<file path="src/rtl/oaht_pkg.sv">
// shared types and constants of the open addressing hash table
package oaht_pkg;

   // request codes
   localparam logic [1:0] OP_INSERT = 2'd0;
   localparam logic [1:0] OP_SEARCH = 2'd1;
   localparam logic [1:0] OP_DELETE = 2'd2;

   // response status codes
   localparam logic [1:0] STATUS_DONE      = 2'd0;
   localparam logic [1:0] STATUS_NOT_FOUND = 2'd1;
   localparam logic [1:0] STATUS_FULL      = 2'd2;

   // slot marks
   localparam logic [1:0] MARK_EMPTY   = 2'd0;
   localparam logic [1:0] MARK_USED    = 2'd1;
   localparam logic [1:0] MARK_DELETED = 2'd2;

   // hash constants and the fill limit reset value
   localparam int          HASH_W       = 64;
   localparam logic [19:0] HASH_MULT    = 20'd1000003;
   localparam int          FIRST_SHIFT  = 7;
   localparam int          PERTURB_SHIFT = 5;
   localparam logic [6:0]  FILL_LIMIT_RESET = 7'd66;

   typedef enum logic [1:0] {
      HS_IDLE,
      HS_MUL_LO,
      HS_MUL_HI
   } hash_state_type;

   typedef enum logic [2:0] {
      S_CLEAR,
      S_IDLE,
      S_HASH,
      S_READ,
      S_CHECK,
      S_FINISH
   } ctrl_state_type;

   typedef enum logic [1:0] {
      PR_HIT,
      PR_EMPTY,
      PR_EXHAUSTED
   } probe_result_type;

endpackage

</file>
<file path="src/rtl/oaht_hash.sv">
// multiply-xor string hash; each character passes through a low-half then a high-half multiply state
module oaht_hash (
   input  logic                        clock,
   input  logic                        reset,
   input  logic                        start,
   input  logic [oaht_pkg::HASH_W-1:0] key,
   input  logic [3:0]                  key_length,
   output logic                        done,
   output logic [oaht_pkg::HASH_W-1:0] hash
);
   import oaht_pkg::*;

   hash_state_type      state_ff, state_in;
   logic [HASH_W-1:0]   x_ff, x_in;
   logic [HASH_W-1:0]   key_ff, key_in;
   logic [3:0]          len_ff, len_in;
   logic [2:0]          n_ff, n_in;
   logic [51:0]         plo_ff, plo_in;
   logic                done_ff, done_in;
   logic [31:0]         phi;
   logic [HASH_W-1:0]   mixed;

   // state register
   always_ff @(posedge clock) begin
      if (reset) begin
         state_ff <= HS_IDLE;
         done_ff  <= 1'b0;
      end else begin
         state_ff <= state_in;
         done_ff  <= done_in;
      end
      x_ff   <= x_in;
      key_ff <= key_in;
      len_ff <= len_in;
      n_ff   <= n_in;
      plo_ff <= plo_in;
   end

   // high half product and the mixed word
   assign phi   = 32'(x_ff[63:32] * HASH_MULT);
   assign mixed = (64'(plo_ff) + {phi, 32'd0}) ^ 64'(key_ff[8*n_ff +: 8]);

   // next state
   always_comb begin
      state_in = state_ff;
      x_in     = x_ff;
      key_in   = key_ff;
      len_in   = len_ff;
      n_in     = n_ff;
      plo_in   = plo_ff;
      done_in  = 1'b0;
      case (state_ff)
         HS_IDLE: begin
            if (start) begin
               key_in = key;
               len_in = key_length;
               n_in   = 3'd0;
               if (key_length == 4'd0) begin
                  x_in    = '0;
                  done_in = 1'b1;
               end else begin
                  x_in     = 64'(key[7:0]) << FIRST_SHIFT;
                  state_in = HS_MUL_LO;
               end
            end
         end
         HS_MUL_LO: begin
            plo_in   = x_ff[31:0] * HASH_MULT;
            state_in = HS_MUL_HI;
         end
         HS_MUL_HI: begin
            n_in = n_ff + 3'd1;
            if ({1'b0, n_ff} == len_ff - 4'd1) begin
               x_in     = mixed ^ 64'(len_ff);
               done_in  = 1'b1;
               state_in = HS_IDLE;
            end else begin
               x_in     = mixed;
               state_in = HS_MUL_LO;
            end
         end
         default: state_in = HS_IDLE;
      endcase
   end

   assign done = done_ff;
   assign hash = x_ff;

endmodule

</file>
<file path="config.mk">
export PLATFORM = sky130hd
export DESIGN_NAME = oaht_hash
export DESIGN_NICKNAME = d
export VERILOG_FILES = /design/src/rtl/oaht_pkg.sv /design/src/rtl/oaht_hash.sv
export SDC_FILE = /design/constraint.sdc
export NUM_CORES = 1
export LEC_CHECK = 0
export BUFFER_PORTS_ARGS = -buffer_cell sky130_fd_sc_hd__buf_2
export CORE_MARGIN = 2
export CORE_UTILIZATION = 50
export CTS_BUF_LIST = sky130_fd_sc_hd__clkbuf_4 sky130_fd_sc_hd__clkbuf_8
export DETAILED_ROUTE_END_ITERATION = 8
export GPL_ROUTABILITY_DRIVEN = 0
export GPL_TIMING_DRIVEN = 0
export HOLD_SLACK_MARGIN = 0.05
export PLACE_DENSITY = 0.7
export SYNTH_ARGS = -nofsm -noshare
export SYNTH_HDL_FRONTEND = slang
export SYNTH_SLANG_ARGS = --single-unit
export TNS_END_PERCENT = 20
</file>
<file path="constraint.sdc">
create_clock -name clock -period 6.1 [get_ports clock]
set_clock_uncertainty 0.05 [all_clocks]
set_input_delay 0.915 -clock clock [delete_from_list [all_inputs] [get_ports clock]]
set_output_delay 0.915 -clock clock [all_outputs]
set_load 0.02 [all_outputs]
</file>
==> flow_summary.json <==
{
  "outcome": "complete, but fails checks",
  "violations": "negative setup slack",
  "synth.distinct_cells": 74,
  "synthMuxAreaShare_pct": 1.94,
  "syn-num-nets": 2987,
  "io_buffers": 135,
  "dpl-instance-area_um2": 25600,
  "fin_crit_ps": 6870,
  "crit_type": "flop to flop",
  "startpoint_type": "flop",
  "gr-usage-all-layers_pct": 22.2,
  "min_path_type": "flop to flop",
  "drt-wirelength-per-cell_um": 17.4,
  "preCtsSetupSlack_ps": -1080,
  "numCtsBuffers": 17,
  "htreeDepth": 4,
  "drt_iter0_markers": 989,
  "drcViolationCount": 0,
  "worst_slew_pin_slew_ps": 909,
  "ys.flop_type": "edfxtp_1",
  "fp.dieH_um": 223,
  "fin_util_pct": 58.0,
  "core-area_um2": 47500,
  "num_vias": 16400,
  "layout.nets": 3251,
  "hold_violations": 0,
  "grt_start_max_net_pins": 37,
  "hold_buffers": 0,
  "ys_ff_latch": 190,
  "initial_utilization_pct": 50.4,
  "synth_edf_count": 187,
  "wl_um": 54100,
  "synthAdderAreaFrac_pct": 45.9,
  "rsz0062_at_grt": "true",
  "io_pins": 136,
  "ys_seq_area_share_pct": 23.7,
  "period_share_pct": 113,
  "finalMaxSlewViolations": 0,
  "cts_tree": "built",
  "rows": 80,
  "dp_hpwl_um": 42400,
  "grt_overflow": 0,
  "fillCellCount": 3917,
  "fmax_ghz": 0.145,
  "hold_ws_ps": 456,
  "clk_pin_slew_ps": 120,
  "synth-compound-area-share_pct": 8.55,
  "relSlewSlack_pct": 38.8,
  "path_max_fanout": 5,
  "layout-drive-gt1-share_pct": 16.7,
  "via_per_inst": 5.28,
  "ant_nets": 0,
  "crit_path_end_kind": "flop",
  "syn2layout_area_growth_pct": 15.1,
  "avgSynthCellArea_um2": 10.8,
  "fp.dieW_um": 223,
  "drv_cap": 0,
  "yosys.area_share.simple_pct": 5.80,
  "arrival_ps": 7150,
  "r2r_slack_ps": -770,
  "root_buffer": "clkbuf_8",
  "clock-sinks": 190,
  "yosysWarnings": 0,
  "synth_top_family_by_area": "adder cells",
  "drt_pre_antenna_iters": 6,
  "setup_viol": 33,
  "die-area_um2": 49700,
  "fin_ws_ps": -774,
  "syn_inst": 2213,
  "final_area_um2": 27600,
  "clockBufferDepth": 2,
  "grt_first_pass_wirelength_um": 87300,
  "cp.required_ps": 6380,
  "clk_latency_ps": 480,
  "synth_area_um2": 24000,
  "grt_pass1_vias": 17200,
  "synth_xor_area_share_pct": 5.04,
  "antenna_found_initial": 2,
  "async_flop_share_pct": 0
}
-- flip-flops by register name, indices dropped and copies added, names as in the netlist --
signal / flops
state_ff: 2
len_ff: 4
key_ff: 64
done: 1
hash: 64
n_ff: 3
plo_ff: 52
-- worst max-delay path, cell delays in order (launching register included) --
cell      delay [ps]
edfxtp_1         570
inv_2            110
fa_1             510
inv_1             50
fa_1             450
fa_1             490
inv_1             50
fa_1             450
fa_1             500
inv_1             50
fa_1             470
inv_1             50
fa_1             530
inv_2             50
ha_4             210
or2_4            230
nor2b_4          130
a32o_2           290
a31oi_4          270
o21a_4           180
mux2_4           290
a221o_1          360
a31o_1           250
a21oi_2          130
-- cells in the final DEF, fill, tap and decap left out, types with 7 or more instances in the layout --
cell      instances
fa_1            293
nand3_1          22
o211ai_1         13
buf_6            10
ha_1            387
buf_12           15
nor2_1           85
nand4_1           7
o21ai_1          11
and2_1           25
and3_1            9
mux2i_1           9
mux4_2           16
xnor2_1          88
nor3_1           17
clkbuf_1         16
a21oi_2          14
a211oi_1         12
a21o_1           52
ha_2              7
a31oi_1           9
buf_4            85
o21ai_0          39
o21a_1           14
nor2b_1          10
inv_1           542
buf_2           139
ha_4             15
nand2_1          61
a21oi_1          68
clkbuf_8         17
xor2_1           40
edfxtp_1        187
o21bai_1         14
-- stage by stage --
step	std cells	TNS [ps]
after floorplan	2213	-3590
after global placement	2963	-20010
after detailed placement	2970	-22200
after CTS	3054	-15430
after global routing	3108	-18680
final	3108	-11050
-- layer usage --
metal	part of all wire [%]	global-route usage, %	wire (µm)
met1	45	30.3	24300
met2	50	38.5	26900
met3	3.2	1.87	1760
met4	2.0	5.22	1110
met5	0	0	0
-- final timing paths --
| check | from | to | cells past startpoint |
|---|---|---|---|
| hold / removal | plo_ff[21] | hash[21] | 1 |
| setup reg to reg | hash[34] | hash[62] | 23 |
| hold reg to reg | plo_ff[21] | hash[21] | 1 |
| setup / recovery | hash[34] | hash[62] | 23 |
-- repair_timing --
| action | 4_1_cts | 5_1_grt |
|---|---|---|
| gates resized for setup | 56 | 63 |
| setup buffers | 52 | 53 |
| pin swaps | 38 | 49 |
| setup endpoints to repair | 40 | 44 |
-- cell usage after synthesis (3+ instances only) --
library cell	count	share of area (%)
o31a_1	3	0.11
a311oi_1	3	0.11
mux4_2	16	1.5
nor3_1	19	0.40
nand2b_1	7	0.18
nor3b_1	8	0.25
ha_1	409	21
a211o_1	3	0.11
fa_1	294	25
nor2_1	88	1.4
a31oi_1	12	0.31
nand3_1	23	0.48
nor2b_1	12	0.31
dfxtp_1	3	0.25
o21bai_1	14	0.44
and2_1	26	0.68
buf_2	3	0.063
clkbuf_1	18	0.28
o21a_1	14	0.44
o21ai_1	5	0.10
a211oi_1	17	0.53
inv_1	548	8.6
nand4_1	7	0.18
or3_1	4	0.10
mux2i_1	9	0.38
and3_1	10	0.26
a21oi_1	84	1.8
nand2_1	64	1.0
o211ai_1	13	0.41
edfxtp_1	187	23
o21ai_0	48	1.0
xor2_1	44	1.6
a21o_1	52	1.6
xnor2_1	92	3.4
nor4_1	3	0.078
-- cells by family after synthesis --
| kind of cell | after synthesis |
|---|---|
| xor gates and xnor gates | 137 |
| muxes | 26 |
| AOI/OAI and AO/OA | 303 |
| adders and majority gates | 703 |
| and+or+nand+nor | 283 |
| buffers and inverters | 571 |
| DFF | 190 |
-- final cells by class --
| type | instances | area [µm²] | area share, % |
|---|---|---|---|
| flip-flops and latches | 190 | 5680 | 20.6 |
| clock inverters | 15 | 191 | 0.694 |
| repair buffers | 247 | 1770 | 6.41 |
| well taps | 615 | 769 | 2.79 |
| plain buffers | 21 | 97.6 | 0.354 |
| clock buffers | 17 | 234 | 0.849 |
| inverters | 548 | 2060 | 7.46 |
| multi-input cells | 1452 | 16800 | 60.8 |
| diodes | 3 | 7.51 | 0.0272 |
Power is left out: the tool's default activity adds up to more than one toggle a clock period on the data nets, which glitch-free logic cannot reach.
